`config.mk`:
```
export PLATFORM = sky130hd
export DESIGN_NAME = nec_ir_pulse_decoder
export DESIGN_NICKNAME = d
export VERILOG_FILES = /design/src/rtl/core/nec_ir_pkg.sv /design/src/rtl/core/nec_ir_cfg.sv /design/src/rtl/core/nec_ir_step.sv /design/src/rtl/core/nec_ir_pulse_decoder.sv
export SDC_FILE = /design/constraint.sdc
export NUM_CORES = 1
export LEC_CHECK = 0
export BUFFER_PORTS_ARGS = -buffer_cell sky130_fd_sc_hd__buf_2
export CAP_MARGIN = 40
export CORE_MARGIN = 3
export CORE_UTILIZATION = 30
export CTS_CLUSTER_DIAMETER = 150
export DETAILED_ROUTE_END_ITERATION = 12
export HOLD_SLACK_MARGIN = 0.02
export MAX_ROUTING_LAYER = met4
export PLACE_DENSITY = 0.43
export REMOVE_ABC_BUFFERS = 1
export SLEW_MARGIN = 30
export SYNTH_ARGS = -nofsm -noshare
export SYNTH_HDL_FRONTEND = slang
export SYNTH_HIERARCHICAL = 1
export SYNTH_SLANG_ARGS = --single-unit
```
`constraint.sdc`:
```
create_clock -name clk -period 3.6 [get_ports clk]
set_input_delay 0.9 -clock clk [delete_from_list [all_inputs] [get_ports clk]]
set_output_delay 0.9 -clock clk [all_outputs]
set_load 0.02 [all_outputs]
```
`src/rtl/core/nec_ir_pkg.sv`:
```
package nec_ir_pkg;

    localparam int TIME_W     = 16;
    localparam int CODE_W     = 32;
    localparam int CMD_W      = 8;
    localparam int CMD_LSB    = 8;
    localparam int CFG_IDX_W  = 3;
    localparam int FRAME_BITS = 32;

    localparam logic [TIME_W-1:0] LEADER_MARK_MIN_RST  = 16'd8500;
    localparam logic [TIME_W-1:0] LEADER_MARK_MAX_RST  = 16'd9500;
    localparam logic [TIME_W-1:0] LEADER_SPACE_MIN_RST = 16'd4000;
    localparam logic [TIME_W-1:0] LEADER_SPACE_MAX_RST = 16'd5000;
    localparam logic [TIME_W-1:0] BURST_MIN_RST        = 16'd400;
    localparam logic [TIME_W-1:0] BURST_MAX_RST        = 16'd700;
    localparam logic [TIME_W-1:0] BIT_SPACE_MAX_RST    = 16'd1800;
    localparam logic [TIME_W-1:0] ONE_THRESHOLD_RST    = 16'd1000;

    typedef enum logic [CFG_IDX_W-1:0] {
        REG_LEADER_MARK_MIN  = 3'd0,
        REG_LEADER_MARK_MAX  = 3'd1,
        REG_LEADER_SPACE_MIN = 3'd2,
        REG_LEADER_SPACE_MAX = 3'd3,
        REG_BURST_MIN        = 3'd4,
        REG_BURST_MAX        = 3'd5,
        REG_BIT_SPACE_MAX    = 3'd6,
        REG_ONE_THRESHOLD    = 3'd7
    } cfg_idx_t;

    typedef enum logic [2:0] {
        PH_IDLE       = 3'd0,
        PH_LEAD_MARK  = 3'd1,
        PH_LEAD_SPACE = 3'd2,
        PH_BURST      = 3'd3,
        PH_SPACE      = 3'd4
    } phase_t;

    typedef struct packed {
        logic [TIME_W-1:0] leader_mark_min;
        logic [TIME_W-1:0] leader_mark_max;
        logic [TIME_W-1:0] leader_space_min;
        logic [TIME_W-1:0] leader_space_max;
        logic [TIME_W-1:0] burst_min;
        logic [TIME_W-1:0] burst_max;
        logic [TIME_W-1:0] bit_space_max;
        logic [TIME_W-1:0] one_threshold;
    } cfg_t;

    typedef struct packed {
        logic              done;
        logic              aborted;
        logic [CODE_W-1:0] code;
    } result_t;

endpackage

```
`src/rtl/core/nec_ir_cfg.sv`:
```
module nec_ir_cfg
(
    input  logic                               clk,
    input  logic                               rst_n,
    input  logic                               cfg_we,
    input  logic [nec_ir_pkg::CFG_IDX_W-1:0]   cfg_index,
    input  logic [nec_ir_pkg::TIME_W-1:0]      cfg_data,
    output nec_ir_pkg::cfg_t                   cfg
);

    nec_ir_pkg::cfg_t cfg_reg;

    always_ff @(posedge clk or negedge rst_n)
    begin
        if (!rst_n)
        begin
            cfg_reg.leader_mark_min  <= nec_ir_pkg::LEADER_MARK_MIN_RST;
            cfg_reg.leader_mark_max  <= nec_ir_pkg::LEADER_MARK_MAX_RST;
            cfg_reg.leader_space_min <= nec_ir_pkg::LEADER_SPACE_MIN_RST;
            cfg_reg.leader_space_max <= nec_ir_pkg::LEADER_SPACE_MAX_RST;
            cfg_reg.burst_min        <= nec_ir_pkg::BURST_MIN_RST;
            cfg_reg.burst_max        <= nec_ir_pkg::BURST_MAX_RST;
            cfg_reg.bit_space_max    <= nec_ir_pkg::BIT_SPACE_MAX_RST;
            cfg_reg.one_threshold    <= nec_ir_pkg::ONE_THRESHOLD_RST;
        end
        else if (cfg_we)
        begin
            case (nec_ir_pkg::cfg_idx_t'(cfg_index))
                nec_ir_pkg::REG_LEADER_MARK_MIN:  cfg_reg.leader_mark_min  <= cfg_data;
                nec_ir_pkg::REG_LEADER_MARK_MAX:  cfg_reg.leader_mark_max  <= cfg_data;
                nec_ir_pkg::REG_LEADER_SPACE_MIN: cfg_reg.leader_space_min <= cfg_data;
                nec_ir_pkg::REG_LEADER_SPACE_MAX: cfg_reg.leader_space_max <= cfg_data;
                nec_ir_pkg::REG_BURST_MIN:        cfg_reg.burst_min        <= cfg_data;
                nec_ir_pkg::REG_BURST_MAX:        cfg_reg.burst_max        <= cfg_data;
                nec_ir_pkg::REG_BIT_SPACE_MAX:    cfg_reg.bit_space_max    <= cfg_data;
                nec_ir_pkg::REG_ONE_THRESHOLD:    cfg_reg.one_threshold    <= cfg_data;
                default:                          cfg_reg <= cfg_reg;
            endcase
        end
    end

    assign cfg = cfg_reg;

endmodule

```
`src/rtl/core/nec_ir_step.sv`:
```
module nec_ir_step
#(
    parameter int FRAME_BITS = nec_ir_pkg::FRAME_BITS
)
(
    input  logic                           clk,
    input  logic                           rst_n,
    input  logic                           advance,
    input  logic                           action,
    input  logic [nec_ir_pkg::TIME_W-1:0]  elapsed_us,
    input  nec_ir_pkg::cfg_t               cfg,
    output nec_ir_pkg::result_t            result
);

    localparam int CNT_W = $clog2(FRAME_BITS);
    localparam logic [CNT_W-1:0] LAST_BIT = CNT_W'(FRAME_BITS - 1);

    nec_ir_pkg::phase_t               phase_reg, phase_next;
    logic [CNT_W-1:0]                 bits_reg, bits_next;
    logic [nec_ir_pkg::CODE_W-1:0]    code_reg, code_next;
    logic [nec_ir_pkg::CODE_W-1:0]    shifted;
    logic                             ok;

    always_ff @(posedge clk or negedge rst_n)
    begin
        if (!rst_n)
        begin
            phase_reg <= nec_ir_pkg::PH_IDLE;
            bits_reg  <= '0;
            code_reg  <= '0;
        end
        else if (advance)
        begin
            phase_reg <= phase_next;
            bits_reg  <= bits_next;
            code_reg  <= code_next;
        end
    end

    assign shifted = {code_reg[nec_ir_pkg::CODE_W-2:0],
                      (elapsed_us > cfg.one_threshold)};

    always_comb
    begin
        phase_next     = phase_reg;
        bits_next      = bits_reg;
        code_next      = code_reg;
        ok             = 1'b1;
        result.done    = 1'b0;
        result.aborted = 1'b0;
        result.code    = '0;
        case (phase_reg)
            nec_ir_pkg::PH_LEAD_MARK:
            begin
                ok = (elapsed_us > cfg.leader_mark_min) && (elapsed_us < cfg.leader_mark_max);
                phase_next = nec_ir_pkg::PH_LEAD_SPACE;
            end
            nec_ir_pkg::PH_LEAD_SPACE:
            begin
                ok = (elapsed_us > cfg.leader_space_min) && (elapsed_us < cfg.leader_space_max);
                phase_next = nec_ir_pkg::PH_BURST;
            end
            nec_ir_pkg::PH_BURST:
            begin
                ok = (elapsed_us >= cfg.burst_min) && (elapsed_us <= cfg.burst_max);
                phase_next = nec_ir_pkg::PH_SPACE;
            end
            nec_ir_pkg::PH_SPACE:
            begin
                ok = (elapsed_us > cfg.burst_min) && (elapsed_us < cfg.bit_space_max);
                code_next = shifted;
                if (bits_reg == LAST_BIT)
                begin
                    result.done = ok && !action;
                    result.code = (ok && !action) ? shifted : '0;
                    bits_next   = '0;
                    phase_next  = nec_ir_pkg::PH_IDLE;
                end
                else
                begin
                    bits_next  = bits_reg + 1'b1;
                    phase_next = nec_ir_pkg::PH_BURST;
                end
            end
            default:
            begin
                // Idle: an edge opens a frame, a timeout changes nothing.
                if (!action)
                begin
                    bits_next  = '0;
                    code_next  = '0;
                    phase_next = nec_ir_pkg::PH_LEAD_MARK;
                end
                else
                begin
                    phase_next = nec_ir_pkg::PH_IDLE;
                end
            end
        endcase

        // In an active phase a timeout or a failed width check drops the frame.
        if ((phase_reg == nec_ir_pkg::PH_LEAD_MARK) || (phase_reg == nec_ir_pkg::PH_LEAD_SPACE) ||
            (phase_reg == nec_ir_pkg::PH_BURST) || (phase_reg == nec_ir_pkg::PH_SPACE))
        begin
            if (action || !ok)
            begin
                phase_next     = nec_ir_pkg::PH_IDLE;
                bits_next      = bits_reg;
                code_next      = code_reg;
                result.aborted = 1'b1;
            end
        end
    end

endmodule

```
`src/rtl/core/nec_ir_pulse_decoder.sv`:
```
// NEC infrared pulse decoder.
// The input stream carries one event per beat: tdata holds the microseconds
// since the previous edge and tuser says whether the event is an edge (0) or
// a timer timeout (1). Every input beat produces exactly one output beat
// carrying the frame flags in tuser and, when a frame completed, the 32-bit
// code and its command byte in tdata.
// An accepted beat lands in an input register; the phase compares and the
// code shift are then evaluated from it and the outcome is loaded into the
// output register once the output side can take it. Both stages move every
// cycle, giving one beat per cycle when the receiver keeps tready high.
// When the receiver stalls, the output register holds its beat and the input
// register holds the next one; s_axis_tready drops only when both are full.
// The user must write the timing windows through cfg_we/cfg_index/cfg_data
// only while no beat is in flight; the decoder does not enforce this. Reset
// returns the decoder to idle with an empty code and loads the default NEC
// window limits.
module nec_ir_pulse_decoder
#(
    parameter int FRAME_BITS = nec_ir_pkg::FRAME_BITS
)
(
    input  logic                              clk,
    input  logic                              rst_n,
    input  logic                              s_axis_tvalid,
    output logic                              s_axis_tready,
    input  logic [15:0]                       s_axis_tdata,   // [15:0] elapsed_us
    input  logic                              s_axis_tuser,   // [0] action
    output logic                              m_axis_tvalid,
    input  logic                              m_axis_tready,
    output logic [39:0]                       m_axis_tdata,   // [31:0] frame_code, [39:32] command_byte
    output logic [1:0]                        m_axis_tuser,   // [0] frame_done, [1] frame_aborted
    input  logic                              cfg_we,
    input  logic [nec_ir_pkg::CFG_IDX_W-1:0]  cfg_index,
    input  logic [nec_ir_pkg::TIME_W-1:0]     cfg_data
);

    nec_ir_pkg::cfg_t               cfg;
    nec_ir_pkg::result_t            result;

    logic                           in_valid_reg;
    logic                           in_action_reg;
    logic [nec_ir_pkg::TIME_W-1:0]  in_elapsed_reg;
    logic                           out_valid_reg;
    nec_ir_pkg::result_t            out_reg;
    logic                           advance;

    assign advance       = in_valid_reg && (!out_valid_reg || m_axis_tready);
    assign s_axis_tready = !in_valid_reg || advance;

    nec_ir_cfg u_cfg
    (
        .clk       (clk),
        .rst_n     (rst_n),
        .cfg_we    (cfg_we),
        .cfg_index (cfg_index),
        .cfg_data  (cfg_data),
        .cfg       (cfg)
    );

    nec_ir_step
    #(
        .FRAME_BITS (FRAME_BITS)
    )
    u_step
    (
        .clk        (clk),
        .rst_n      (rst_n),
        .advance    (advance),
        .action     (in_action_reg),
        .elapsed_us (in_elapsed_reg),
        .cfg        (cfg),
        .result     (result)
    );

    always_ff @(posedge clk or negedge rst_n)
    begin
        if (!rst_n)
        begin
            in_valid_reg  <= 1'b0;
            out_valid_reg <= 1'b0;
        end
        else
        begin
            if (s_axis_tready)
            begin
                in_valid_reg <= s_axis_tvalid;
            end
            if (advance)
            begin
                out_valid_reg <= 1'b1;
            end
            else if (m_axis_tready)
            begin
                out_valid_reg <= 1'b0;
            end
        end
    end

    always_ff @(posedge clk)
    begin
        if (s_axis_tready && s_axis_tvalid)
        begin
            in_action_reg  <= s_axis_tuser;
            in_elapsed_reg <= s_axis_tdata;
        end
        if (advance)
        begin
            out_reg <= result;
        end
    end

    assign m_axis_tvalid = out_valid_reg;
    assign m_axis_tdata  = {out_reg.code[nec_ir_pkg::CMD_LSB +: nec_ir_pkg::CMD_W], out_reg.code};
    assign m_axis_tuser  = {out_reg.aborted, out_reg.done};

endmodule
```
==> impl_table.tex, run 1 <==
\begin{tabular}{lr}
\hline
Metric & Value \\
\hline
\multicolumn{2}{l}{\textbf{Power}} \\
Switching pwr & 2.36 mW \\
Sequential group share of total power & 40.6\% \\
Max VDD drop & 345 µV \\
Total power divided by cell area & 583 nW/µm² \\
Gate power share & 22.3\% \\
Switching share of power & 29.3\% \\
Internal cell power & 5.69 mW \\
Leak pwr & 6.22 nW \\
Clock power frac & 37.2\% \\
\multicolumn{2}{l}{\textbf{Clocking}} \\
Number of CTS-inserted buffers & 28 \\
Later-pin clock latency in the skew report & 0.55 ns \\
Post-CTS setup-driven buffer insertion count & 0 \\
Buffer type at the clock tree root & sky130\_fd\_sc\_hd\_\_clkbuf\_16 \\
CTS hold repair buffers & 0 \\
Clock tree from TritonCTS & yes \\
Number of gates resized after CTS & 0 \\
CTS H-tree depth & 1 \\
Clock Pin Slew Worst Setup and Hold Paths & 0.06 ns \\
Largest buffer count on any clock path & 3 \\
Number of clock sinks seen by CTS & 220 \\
\multicolumn{2}{l}{\textbf{Timing}} \\
Transition time of the tightest slew-check pin & 0.760 ns \\
Final setup fails & 0 \\
Hold Violations, Final & 0 \\
Headroom to the max-slew limit & 49.2\% \\
Summed negative setup slack over all endpoints & 0 ns \\
Final min period & 3.36 ns \\
Final Max Slew Viols & 0 \\
Max Clock Skew & 0.0172 ns \\
Setup repair after global routing missed its margin & no \\
Worst hold margin & 0.391 ns \\
Worst-case setup margin in the final layout & 0.237 ns \\
Max Clock Freq & 0.297 GHz \\
Final period util & 93.4\% \\
\multicolumn{2}{l}{\textbf{Setup path}} \\
Launch instance of the worst register-to-register path & in\_elapsed\_reg[2] \\
Largest incremental delay on the critical path & 0.53 ns \\
Largest driver fanout on the critical path & 68 \\
Critical path launch point type & flop \\
Slowest cell on the critical path & sky130\_fd\_sc\_hd\_\_edfxtp\_1 \\
Worst-path cell chain & ha\_1 > a211oi\_1 > o21ai\_0 > a21oi\_1 > o21ai\_0 > a211oi\_1 > a211oi\_1 > a21oi\_4 > buf\_12 > a21boi\_1 > o32ai\_1 \\
Register-to-register setup slack & 0.24 ns \\
Endpoint of the worst-slack reg-to-reg timing path & u\_step/bits\_reg[3] \\
CP Data Required Time & 4.01 ns \\
Most frequent CP cell & sky130\_fd\_sc\_hd\_\_a211oi\_1 \\
Critical Path Sink Type & flop \\
Start-to-end type of the worst setup path & reg2reg \\
Data arrival time of the worst path & 3.78 ns \\
Path depth of the worst reg2reg path & 11 \\
\multicolumn{2}{l}{\textbf{Die}} \\
Die boundary width & 204 µm \\
Die Y-Extent & 204 µm \\
Number of rows created at floorplan & 72 \\
Starting density of the core & 30.5\% \\
Core ar. & 38700 µm² \\
Die area & 41700 µm² \\
IO Pins & 85 \\
\multicolumn{2}{l}{\textbf{Min path}} \\
Class of the tightest hold or removal check & in2async \\
\multicolumn{2}{l}{\textbf{Routing}} \\
Detailed router's first-iteration violation count & 289 \\
Antenna Violating Nets Remaining & 0 \\
DRC violations left & 0 \\
DRT Pass-1 Iters & 4 \\
Sum of routed wire length over all layers & 30200 µm \\
Via count & 7703 \\
Per-cell routed wire length & 18.4 µm \\
Via-to-Cell Ratio & 4.68 \\
\multicolumn{2}{l}{\textbf{GRT}} \\
Number of global-route vias before repair & 8053 \\
Pin count of the biggest net entering global routing & 71 \\
Number of antenna violations at the first check in global routing & 0 \\
Global-route congestion overflow total & 0 \\
Wire length of the first global-routing pass & 47100 µm \\
GR Util All Layers & 15.1\% \\
\multicolumn{2}{l}{\textbf{Run}} \\
Max cap viols & 0 \\
\multicolumn{2}{l}{\textbf{Placement}} \\
Final HPWL from detailed placement & 21000 µm \\
Area after detailed placement & 12800 µm² \\
Placement-stage worst setup slack & 0.261 ns \\
Final GP Congestion & 0.842 \\
IO Port Bufs & 84 \\
\multicolumn{2}{l}{\textbf{Final layout}} \\
Share of final-layout standard cells stronger than drive strength 1 & 29.4\% \\
Nets & 1275 \\
Largest register FFs & 128 \\
Number of diodes added for antenna fixing & 0 \\
Final instance area & 13800 µm² \\
Layout overhead on the synthesized area & 17.0\% \\
Final core area utilization & 35.6\% \\
Total of fill cells in the finished design & 3901 \\
\multicolumn{2}{l}{\textbf{Logic synthesis}} \\
Unique masters post-synth & 60 \\
Area of the mapped netlist & 11800 µm² \\
Count of synthesis-stage warnings from yosys & 6 \\
EDFF count, synth & 51 \\
Proportion of synthesized chip area in sequential cells & 49.3\% \\
Most used flip-flop cell after synthesis & sky130\_fd\_sc\_hd\_\_dfrtp\_1 \\
Mean Syn Cell Area & 11.6 µm² \\
Async S/R FF share, synth & 76.8\% \\
Seq cells post-synth & 220 \\
Post-Synthesis Cells & 1017 \\
\multicolumn{2}{l}{\textbf{Outcome}} \\
Status & finished, final reports clean \\
\hline
\end{tabular}
[cell usage in the layout (no fill, tap or decap), types with 5 or more instances in the layout]
cell type,instances
sky130_fd_sc_hd__nand4_1,27
sky130_fd_sc_hd__nand3_1,43
sky130_fd_sc_hd__a211oi_1,10
sky130_fd_sc_hd__dfstp_2,41
sky130_fd_sc_hd__nor2b_1,8
sky130_fd_sc_hd__nand2b_1,10
sky130_fd_sc_hd__dfrtp_1,128
sky130_fd_sc_hd__a21oi_1,44
sky130_fd_sc_hd__inv_1,161
sky130_fd_sc_hd__nor4_1,34
sky130_fd_sc_hd__nand2_1,22
sky130_fd_sc_hd__bufinv_16,5
sky130_fd_sc_hd__o211ai_1,5
sky130_fd_sc_hd__edfxtp_1,51
sky130_fd_sc_hd__a21o_1,17
sky130_fd_sc_hd__clkbuf_16,29
sky130_fd_sc_hd__mux2_2,118
sky130_fd_sc_hd__buf_4,18
sky130_fd_sc_hd__buf_2,83
sky130_fd_sc_hd__clkinv_1,6
sky130_fd_sc_hd__nor3_1,9
sky130_fd_sc_hd__mux2_4,10
sky130_fd_sc_hd__o21ai_0,31
sky130_fd_sc_hd__o21ai_1,20
sky130_fd_sc_hd__ha_1,127
sky130_fd_sc_hd__nor2_1,10
[per-layer routing]
metal  up-vias  share of wire [%]  global-route usage [%]
li1       3799                  -                       -
met1      3739                 45                    18.8
met2       117                 49                    25.6
met3        48                3.3                    2.18
met4         0                2.8                    4.35
met5         -                  0                       -
[critical path, delay by kind of cell (launching register included)]
family | cells | cell delay [ns]
buf+inv | 1 | 0.26
compound gates | 9 | 2.08
flops | 1 | 0.53
fa+ha+maj | 1 | 0.35
[per-stage QoR]
step / std cells / power, mW
floorplan: 973 / 4.48
global placement: 1595 / 5.11
detailed placement: 1595 / 5.14
CTS: 1647 / 8.20
global route: 1647 / 8.59
finish: 1647 / 8.05
[power groups by stage]
stage	registers (mW)	clock network, mW	logic [mW]
after detailed placement	3.31	0	1.82
after global placement	3.30	0	1.81
after CTS	3.27	3.10	1.83
after floorplan	3.31	0	1.17
final	3.27	2.99	1.79
after global routing	3.33	3.22	2.05
[cell type report]
class | count | area, µm² | share of cell area (%)
tap | 518 | 648 | 4.69
timing repair buffer | 104 | 602 | 4.36
sequential | 220 | 5810 | 42.1
clock inverter | 17 | 211 | 1.53
clock buffer | 35 | 778 | 5.64
multi-input combinational | 592 | 5150 | 37.3
inverter | 161 | 604 | 4.38
[logic make-up after synthesis]
kind of cell | count (synthesis) | share of synthesized area [%]
compound gates | 153 | 7.86
xor+xnor | 1 | 0.0743
fa+ha+maj | 127 | 13.5
buf+inv | 205 | 7.56
flops | 220 | 49.3
mux | 128 | 12.5
simple gates | 183 | 9.23
[Yosys cell counts, types with 3 or more instances]
cell type	count	area share (%)
sky130_fd_sc_hd__inv_1	161	5.1
sky130_fd_sc_hd__dfrtp_1	128	27
sky130_fd_sc_hd__ha_1	127	13
sky130_fd_sc_hd__mux2_2	118	11
sky130_fd_sc_hd__edfxtp_1	51	13
sky130_fd_sc_hd__a21oi_1	44	1.9
sky130_fd_sc_hd__nand3_1	43	1.8
sky130_fd_sc_hd__dfstp_2	41	9.1
sky130_fd_sc_hd__nor4_1	34	1.8
sky130_fd_sc_hd__o21ai_0	31	1.3
sky130_fd_sc_hd__nand4_1	27	1.4
sky130_fd_sc_hd__nand2_1	22	0.70
sky130_fd_sc_hd__o21ai_1	20	0.85
sky130_fd_sc_hd__a21o_1	17	1.1
sky130_fd_sc_hd__clkbuf_1	14	0.45
sky130_fd_sc_hd__nor2_1	11	0.35
sky130_fd_sc_hd__a211oi_1	10	0.64
sky130_fd_sc_hd__buf_2	10	0.42
sky130_fd_sc_hd__buf_4	10	0.64
sky130_fd_sc_hd__mux2_4	10	1.3
sky130_fd_sc_hd__nand2b_1	10	0.53
sky130_fd_sc_hd__nor3_1	9	0.38
sky130_fd_sc_hd__buf_6	8	0.76
sky130_fd_sc_hd__nor2b_1	8	0.42
sky130_fd_sc_hd__o211ai_1	5	0.32
sky130_fd_sc_hd__nand4b_2	3	0.38
sky130_fd_sc_hd__nor4bb_1	3	0.25
sky130_fd_sc_hd__o22ai_1	3	0.16
sky130_fd_sc_hd__o41ai_1	3	0.22
[worst max-delay path by stage]
stage | start | to | slack (ns) | cells after the start
2_1_floorplan | u_step/phase_reg[0] | u_step/bits_reg[2] | -0.90 | 7
3_3_place_gp | u_cfg/cfg[98] | u_step/bits_reg[3] | 0.28 | 12
3_5_place_dp | in_elapsed_reg[2] | u_step/bits_reg[3] | 0.26 | 11
4_1_cts | in_elapsed_reg[2] | u_step/bits_reg[3] | 0.23 | 11
5_1_grt | in_elapsed_reg[2] | u_step/bits_reg[3] | 0.04 | 11
6_report | in_elapsed_reg[2] | u_step/bits_reg[3] | 0.24 | 11
No activity file was read; power rests on OpenSTA's default activity.
==> run 2: changes to the inputs <==
--- a/config.mk
+++ b/config.mk
@@ -15,6 +15,7 @@
 export MAX_ROUTING_LAYER = met4
 export PLACE_DENSITY = 0.43
 export REMOVE_ABC_BUFFERS = 1
+export SETUP_SLACK_MARGIN = 0.4
 export SLEW_MARGIN = 30
 export SYNTH_ARGS = -nofsm -noshare
 export SYNTH_HDL_FRONTEND = slang
==> constraint.sdc (replaced) <==
create_clock -name clk -period 3.6 [get_ports clk]
set_input_delay 0.9 -clock clk [delete_from_list [all_inputs] [get_ports clk]]
set_output_delay 0.9 -clock clk [all_outputs]
set_load 0.1 [all_outputs]
==> run 2 against run 1 <==
Clock power is essentially flat. Flip-flop and latch count is the same. Maximum frequency grew 7.3%. Critical endpoint unchanged. Largest power group unchanged. Highest routed layer unchanged.
==> impl_table.tex, run 2 (synthesized netlist as in run 1, its figures left out) <==
\begin{tabular}{lr}
\hline
Metric & Value \\
\hline
\multicolumn{2}{l}{\textbf{Run}} \\
Max cap viols & 0 \\
\multicolumn{2}{l}{\textbf{Clocking}} \\
Number of clock sinks seen by CTS & 220 \\
Number of CTS-inserted buffers & 28 \\
Largest buffer count on any clock path & 3 \\
Clock tree from TritonCTS & yes \\
Buffer type at the clock tree root & sky130\_fd\_sc\_hd\_\_clkbuf\_16 \\
Later-pin clock latency in the skew report & 0.55 ns \\
Clock Pin Slew Worst Setup and Hold Paths & 0.06 ns \\
CTS H-tree depth & 1 \\
\multicolumn{2}{l}{\textbf{Routing}} \\
Per-cell routed wire length & 18.6 µm \\
Antenna Violating Nets Remaining & 0 \\
Via-to-Cell Ratio & 4.69 \\
Sum of routed wire length over all layers & 31100 µm \\
DRC violations left & 0 \\
DRT Pass-1 Iters & 4 \\
Via count & 7856 \\
Detailed router's first-iteration violation count & 293 \\
\multicolumn{2}{l}{\textbf{Timing}} \\
Max Clock Freq & 0.319 GHz \\
Hold Violations, Final & 0 \\
Final setup fails & 0 \\
Final min period & 3.13 ns \\
Headroom to the max-slew limit & 48.9\% \\
Final period util & 87.0\% \\
Summed negative setup slack over all endpoints & 0 ns \\
Setup repair after global routing missed its margin & no \\
Max Clock Skew & 0.0169 ns \\
Final Max Slew Viols & 0 \\
Worst hold margin & 0.391 ns \\
Transition time of the tightest slew-check pin & 0.764 ns \\
Worst-case setup margin in the final layout & 0.467 ns \\
\multicolumn{2}{l}{\textbf{GRT}} \\
Number of antenna violations at the first check in global routing & 0 \\
Wire length of the first global-routing pass & 47900 µm \\
Fraction of met3 tracks used by global routing & 2.18\% \\
Global routing usage on met2 & 26.0\% \\
Global-route congestion overflow total & 0 \\
Number of global-route vias before repair & 8163 \\
GR Util All Layers & 15.3\% \\
Pin count of the biggest net entering global routing & 71 \\
Global Route met1 Usage & 19.1\% \\
Most heavily used metal layer in global routing & met2 \\
\multicolumn{2}{l}{\textbf{Placement}} \\
Final HPWL from detailed placement & 21000 µm \\
IO Port Bufs & 84 \\
Placement-stage worst setup slack & 0.261 ns \\
Final GP Congestion & 0.842 \\
\multicolumn{2}{l}{\textbf{Setup path}} \\
Largest driver fanout on the critical path & 8 \\
Critical path launch point type & flop \\
Launch instance of the worst register-to-register path & in\_elapsed\_reg[13] \\
Start-to-end type of the worst setup path & reg2reg \\
CP Data Required Time & 4.02 ns \\
Timing startpoint of the critical path & in\_elapsed\_reg[13] \\
Data arrival time of the worst path & 3.55 ns \\
Critical Path Sink Type & flop \\
\multicolumn{2}{l}{\textbf{Final layout}} \\
Layout overhead on the synthesized area & 20.3\% \\
Share of final-layout standard cells stronger than drive strength 1 & 32.5\% \\
Total of fill cells in the finished design & 3869 \\
Largest register FFs & 128 \\
Sequential cell area & 5810 µm² \\
Nets & 1302 \\
Number of diodes added for antenna fixing & 0 \\
Multi-input gate area & 5250 µm² \\
Commonest non-fill, non-tap cell in the layout & sky130\_fd\_sc\_hd\_\_inv\_1 \\
Top library cells by usage in the layout, fill and taps aside & 161 x sky130\_fd\_sc\_hd\_\_inv\_1, 128 x sky130\_fd\_sc\_hd\_\_dfrtp\_1, 127 x sky130\_fd\_sc\_hd\_\_ha\_1 \\
\multicolumn{2}{l}{\textbf{Die}} \\
Die boundary width & 204 µm \\
Die Y-Extent & 204 µm \\
Core ar. & 38700 µm² \\
Number of rows created at floorplan & 72 \\
Starting density of the core & 30.5\% \\
Die area & 41700 µm² \\
IO Pins & 85 \\
\multicolumn{2}{l}{\textbf{Outcome}} \\
Status & finished, final reports clean \\
\multicolumn{2}{l}{\textbf{Power}} \\
Total power divided by cell area & 593 nW/µm² \\
Max VDD drop & 351 µV \\
Leak pwr & 6.39 nW \\
\multicolumn{2}{l}{\textbf{Min path}} \\
Class of the tightest hold or removal check & in2async \\
\hline
\end{tabular}
run 2: cell count changes in the layout (fill, tap and decap cells not counted), sizes merged:
| cell | change |
|---|---|
| buf | +26 |
| clkbuf | +1 |
run 2: worst paths after layout:
path,slack [ns],cells after the start,end
setup / recovery,0.47,11,u_step/bits_reg[3]
hold / removal,0.39,1,u_cfg/cfg[33]
setup reg to reg,0.47,11,u_step/bits_reg[3]
hold reg to reg,0.50,2,u_step/code_reg[13]
max in group asynchronous,2.32,2,u_cfg/cfg[55]
min in group clk,0.50,2,u_step/code_reg[13]
run 2: through the flow:
stage	power (mW)	util, %	std cells	area [µm²]
6_report	8.42	36.6	1674	14200
2_1_floorplan	4.69	-	973	11500
4_1_cts	8.48	36.0	1658	14000
3_5_place_dp	5.34	33.1	1595	12800
3_3_place_gp	5.32	33.1	1595	12800
5_1_grt	8.95	36.6	1674	14200
run 2: report_power, final:
group / internal, mW / total [mW] / switching (mW)
logic: 0.865 / 2.17 / 1.30
clock network: 1.88 / 3.00 / 1.12
registers: 3.04 / 3.25 / 0.210
total: 5.78 / 8.42 / 2.63
run 2: critical path, cell delays in order (launching register included):
cell	delay, ns
sky130_fd_sc_hd__edfxtp_1	0.55
sky130_fd_sc_hd__ha_1	0.39
sky130_fd_sc_hd__nand4_1	0.23
sky130_fd_sc_hd__nor3_2	0.10
sky130_fd_sc_hd__a21boi_0	0.15
sky130_fd_sc_hd__o41ai_1	0.58
sky130_fd_sc_hd__o21a_1	0.22
sky130_fd_sc_hd__a31oi_2	0.06
sky130_fd_sc_hd__a21oi_4	0.26
sky130_fd_sc_hd__buf_12	0.15
sky130_fd_sc_hd__a21boi_1	0.17
sky130_fd_sc_hd__o32ai_1	0.11
run 2: what timing repair did:
item	in CTS	in global routing
pin swaps	3	6
hold endpoints to repair	0	0
buffers inserted	9	15
endpoints found under the setup margin	14	69
resized for setup	5	19
hold buffers	0	0
cloned	2	1
run 2: final cells by class:
cell class	count	area share (%)
clock buffers	35	5.48
clock inverters	17	1.49
inverters	161	4.26
multi-input cells	592	37.0
flip-flops and latches	220	41.0
well taps	518	4.57
repair buffers	131	6.24
run 2: per-layer routing:
layer	wire length (µm)	up-vias
met3	855	48
met5	0	-
met4	829	0
met1	14000	3847
li1	-	3853
met2	15400	108
==> run 3: changes to the inputs <==
--- a/config.mk
+++ b/config.mk
@@ -8,12 +8,12 @@
 export BUFFER_PORTS_ARGS = -buffer_cell sky130_fd_sc_hd__buf_2
 export CAP_MARGIN = 40
 export CORE_MARGIN = 3
-export CORE_UTILIZATION = 30
+export CORE_UTILIZATION = 60
 export CTS_CLUSTER_DIAMETER = 150
 export DETAILED_ROUTE_END_ITERATION = 12
 export HOLD_SLACK_MARGIN = 0.02
 export MAX_ROUTING_LAYER = met4
-export PLACE_DENSITY = 0.43
+export PLACE_DENSITY = 0.77
 export REMOVE_ABC_BUFFERS = 1
 export SETUP_SLACK_MARGIN = 0.4
 export SLEW_MARGIN = 30
==> constraint.sdc (replaced) <==
create_clock -name clk -period 3.6 [get_ports clk]
set_input_delay 0.18 -clock clk [delete_from_list [all_inputs] [get_ports clk]]
set_output_delay 0.18 -clock clk [all_outputs]
set_load 0.1 [all_outputs]
==> run 3 against run 2 <==
Clock power fell by 20%. Maximum frequency decreased by 3.2%. Largest power group unchanged. Largest cell class unchanged. Combinational power about the same. Clock skew shrank 0.0026 ns. Routed wire length shrank 8.6%. Non-clock buffer count grew 10. Final cell count is 15% lower.
==> impl_table.tex, run 3 (synthesized netlist as in run 1, its figures left out) <==
\begin{tabular}{lr}
\hline
Metric & Value \\
\hline
\multicolumn{2}{l}{\textbf{Routing}} \\
Highest metal layer with signal wires & met4 \\
Sum of routed wire length over all layers & 28400 µm \\
Met1 Routed Length & 12200 µm \\
DRC violations left & 0 \\
Antenna Violating Nets Remaining & 0 \\
Per-cell routed wire length & 20.0 µm \\
Via-to-Cell Ratio & 5.87 \\
Met3 Wirelength & 1450 µm \\
Metal2 WL & 13700 µm \\
Detailed router's first-iteration violation count & 586 \\
DRT Pass-1 Iters & 5 \\
Via count & 8332 \\
\multicolumn{2}{l}{\textbf{Power}} \\
Switching pwr & 2.52 mW \\
Gate power share & 27.7\% \\
Sequential group share of total power & 41.9\% \\
Sum of internal, switching and leakage power & 7.84 mW \\
Switching share of power & 32.1\% \\
Total power divided by cell area & 568 nW/µm² \\
Clock power frac & 30.5\% \\
Max VDD drop & 415 µV \\
Internal cell power & 5.32 mW \\
Leak pwr & 6.32 nW \\
\multicolumn{2}{l}{\textbf{Placement}} \\
Post-Place Cells & 1336 \\
Final HPWL from detailed placement & 18100 µm \\
IO Port Bufs & 84 \\
Final GP Congestion & 0.890 \\
\multicolumn{2}{l}{\textbf{Timing}} \\
Max Clock Skew & 0.0143 ns \\
Headroom to the max-slew limit & 44.8\% \\
Setup repair after global routing missed its margin & no \\
Max Clock Freq & 0.309 GHz \\
Hold Violations, Final & 0 \\
Final Max Slew Viols & 0 \\
Final period util & 89.9\% \\
Final min period & 3.24 ns \\
Worst hold margin & 0.0395 ns \\
Transition time of the tightest slew-check pin & 0.825 ns \\
Final setup fails & 0 \\
\multicolumn{2}{l}{\textbf{Die}} \\
Number of rows created at floorplan & 50 \\
Die boundary width & 146 µm \\
Die area & 21400 µm² \\
IO Pins & 85 \\
Core ar. & 19000 µm² \\
Starting density of the core & 62.0\% \\
Die Y-Extent & 146 µm \\
\multicolumn{2}{l}{\textbf{Min path}} \\
Instance count along the most critical hold path & 2 \\
Launch point of the worst hold path & cfg\_data[9] \\
Endpoint with the worst hold slack & u\_cfg/cfg[121] \\
Class of the tightest hold or removal check & in2reg \\
\multicolumn{2}{l}{\textbf{Setup path}} \\
Cell class contributing the biggest share of worst-path delay & compound AO/OA/AOI/OAI gates \\
Slowest cell on the critical path & sky130\_fd\_sc\_hd\_\_edfxtp\_1 \\
Register-to-register setup slack & 0.36 ns \\
Start-to-end type of the worst setup path & reg2reg \\
Worst-path cell chain & ha\_1 > a21o\_1 > a21o\_1 > a21oi\_1 > o21ai\_0 > a21oi\_1 > a211oi\_2 > a21oi\_4 > buf\_12 > a21boi\_1 > o32ai\_1 \\
Endpoint of the worst-slack reg-to-reg timing path & u\_step/bits\_reg[3] \\
Largest incremental delay on the critical path & 0.55 ns \\
Launch instance of the worst register-to-register path & in\_elapsed\_reg[9] \\
Path depth of the worst reg2reg path & 11 \\
Number of buffer and inverter instances along the worst setup path & 1 \\
Largest driver fanout on the critical path & 8 \\
Critical path launch point type & flop \\
Critical Path Sink Type & flop \\
CP Data Required Time & 3.97 ns \\
Data arrival time of the worst path & 3.61 ns \\
\multicolumn{2}{l}{\textbf{Clocking}} \\
Later-pin clock latency in the skew report & 0.51 ns \\
Number of CTS-inserted buffers & 25 \\
CTS H-tree depth & 1 \\
Clock tree from TritonCTS & yes \\
Largest buffer count on any clock path & 3 \\
Clock Pin Slew Worst Setup and Hold Paths & 0.06 ns \\
Number of clock sinks seen by CTS & 220 \\
Buffer type at the clock tree root & sky130\_fd\_sc\_hd\_\_clkbuf\_16 \\
\multicolumn{2}{l}{\textbf{GRT}} \\
Global-route congestion overflow total & 0 \\
Pin count of the biggest net entering global routing & 66 \\
Number of global-route vias before repair & 8190 \\
GR Util All Layers & 25.9\% \\
Number of antenna violations at the first check in global routing & 0 \\
Wire length of the first global-routing pass & 43200 µm \\
\multicolumn{2}{l}{\textbf{Final layout}} \\
Commonest non-fill, non-tap cell in the layout & sky130\_fd\_sc\_hd\_\_inv\_1 \\
Multi-input gate area & 5260 µm² \\
Nets & 1309 \\
Largest register FFs & 128 \\
Share of final-layout standard cells stronger than drive strength 1 & 30.2\% \\
Layout overhead on the synthesized area & 17.0\% \\
Number of diodes added for antenna fixing & 0 \\
Final cell count without fillers & 1419 \\
Total of fill cells in the finished design & 1328 \\
Top library cells by usage in the layout, fill and taps aside & 161 x sky130\_fd\_sc\_hd\_\_inv\_1, 128 x sky130\_fd\_sc\_hd\_\_dfrtp\_1, 126 x sky130\_fd\_sc\_hd\_\_ha\_1 \\
Sequential cell area & 5810 µm² \\
\multicolumn{2}{l}{\textbf{Outcome}} \\
Status & finished, final reports clean \\
\multicolumn{2}{l}{\textbf{Run}} \\
Max cap viols & 0 \\
\hline
\end{tabular}
## run 3: area by class of cell
cell class | count | area share, %
Tap cell | 260 | 2.36
Timing Repair Buffer | 141 | 7.51
Clock buffer | 37 | 5.08
Sequential cell | 220 | 42.1
Clock inverter | 8 | 0.435
Multi-Input combinational cell | 592 | 38.1
Inverter | 161 | 4.38
## run 3: power groups by stage
| stage | clock [mW] | sequential [mW] | combinational (mW) |
|---|---|---|---|
| 6_report | 2.39 | 3.28 | 2.17 |
| 5_1_grt | 2.52 | 3.33 | 2.38 |
| 4_1_cts | 2.42 | 3.28 | 2.02 |
| 3_5_place_dp | 0 | 3.32 | 1.96 |
| 3_3_place_gp | 0 | 3.29 | 1.90 |
| 2_1_floorplan | 0 | 3.51 | 1.18 |
## run 3: metal layers
metal,track usage (%),vias to the layer above
met1,34.8,4121
met4,8.61,0
met2,41.1,279
met5,-,-
li1,-,3874
met3,3.69,58
## run 3: worst reg2reg max path: stages, from the launching register on
cell and delay [ns]:
sky130_fd_sc_hd__edfxtp_1 0.55, sky130_fd_sc_hd__ha_1 0.38, sky130_fd_sc_hd__a21o_1 0.17, sky130_fd_sc_hd__a21o_1 0.17, sky130_fd_sc_hd__a21oi_1 0.35, sky130_fd_sc_hd__o21ai_0 0.18, sky130_fd_sc_hd__a21oi_1 0.34, sky130_fd_sc_hd__a211oi_2 0.16
sky130_fd_sc_hd__a21oi_4 0.34, sky130_fd_sc_hd__buf_12 0.17, sky130_fd_sc_hd__a21boi_1 0.17, sky130_fd_sc_hd__o32ai_1 0.11
## run 3: stage by stage
| step | cell area (µm²) | util, % | setup TNS (ns) | worst slack, ns |
|---|---|---|---|---|
| 2_1_floorplan | 11500 | - | -25.94 | -0.903 |
| 3_3_place_gp | 12500 | 65.5 | 0 | 0.356 |
| 3_5_place_dp | 12500 | 65.7 | 0 | 0.215 |
| 4_1_cts | 13500 | 71.1 | 0 | 0.406 |
| 5_1_grt | 13800 | 72.5 | 0 | 0.260 |
| 6_report | 13800 | 72.5 | 0 | 0.362 |
## run 3: how the worst max path moves through the flow
stage / startpoint / end / slack, ns / cells past startpoint
2_1_floorplan: u_step/phase_reg[0] / u_step/bits_reg[2] / -0.90 / 7
3_3_place_gp: in_elapsed_reg[2] / u_step/bits_reg[3] / 0.36 / 12
3_5_place_dp: in_elapsed_reg[2] / u_step/bits_reg[2] / 0.21 / 12
4_1_cts: in_elapsed_reg[2] / u_step/bits_reg[2] / 0.41 / 12
5_1_grt: in_elapsed_reg[9] / u_step/code_reg[6] / 0.26 / 11
6_report: in_elapsed_reg[9] / u_step/bits_reg[3] / 0.36 / 11
## run 3: timing repair
item | 4_1_cts | 5_1_grt
endpoints found under the hold margin | 160 | 0
cloned | 0 | 3
pin swaps | 1 | 5
hold buffers | 24 | 0
endpoints found under the setup margin | 35 | 61
buffers inserted | 1 | 10
gates resized for setup | 5 | 23
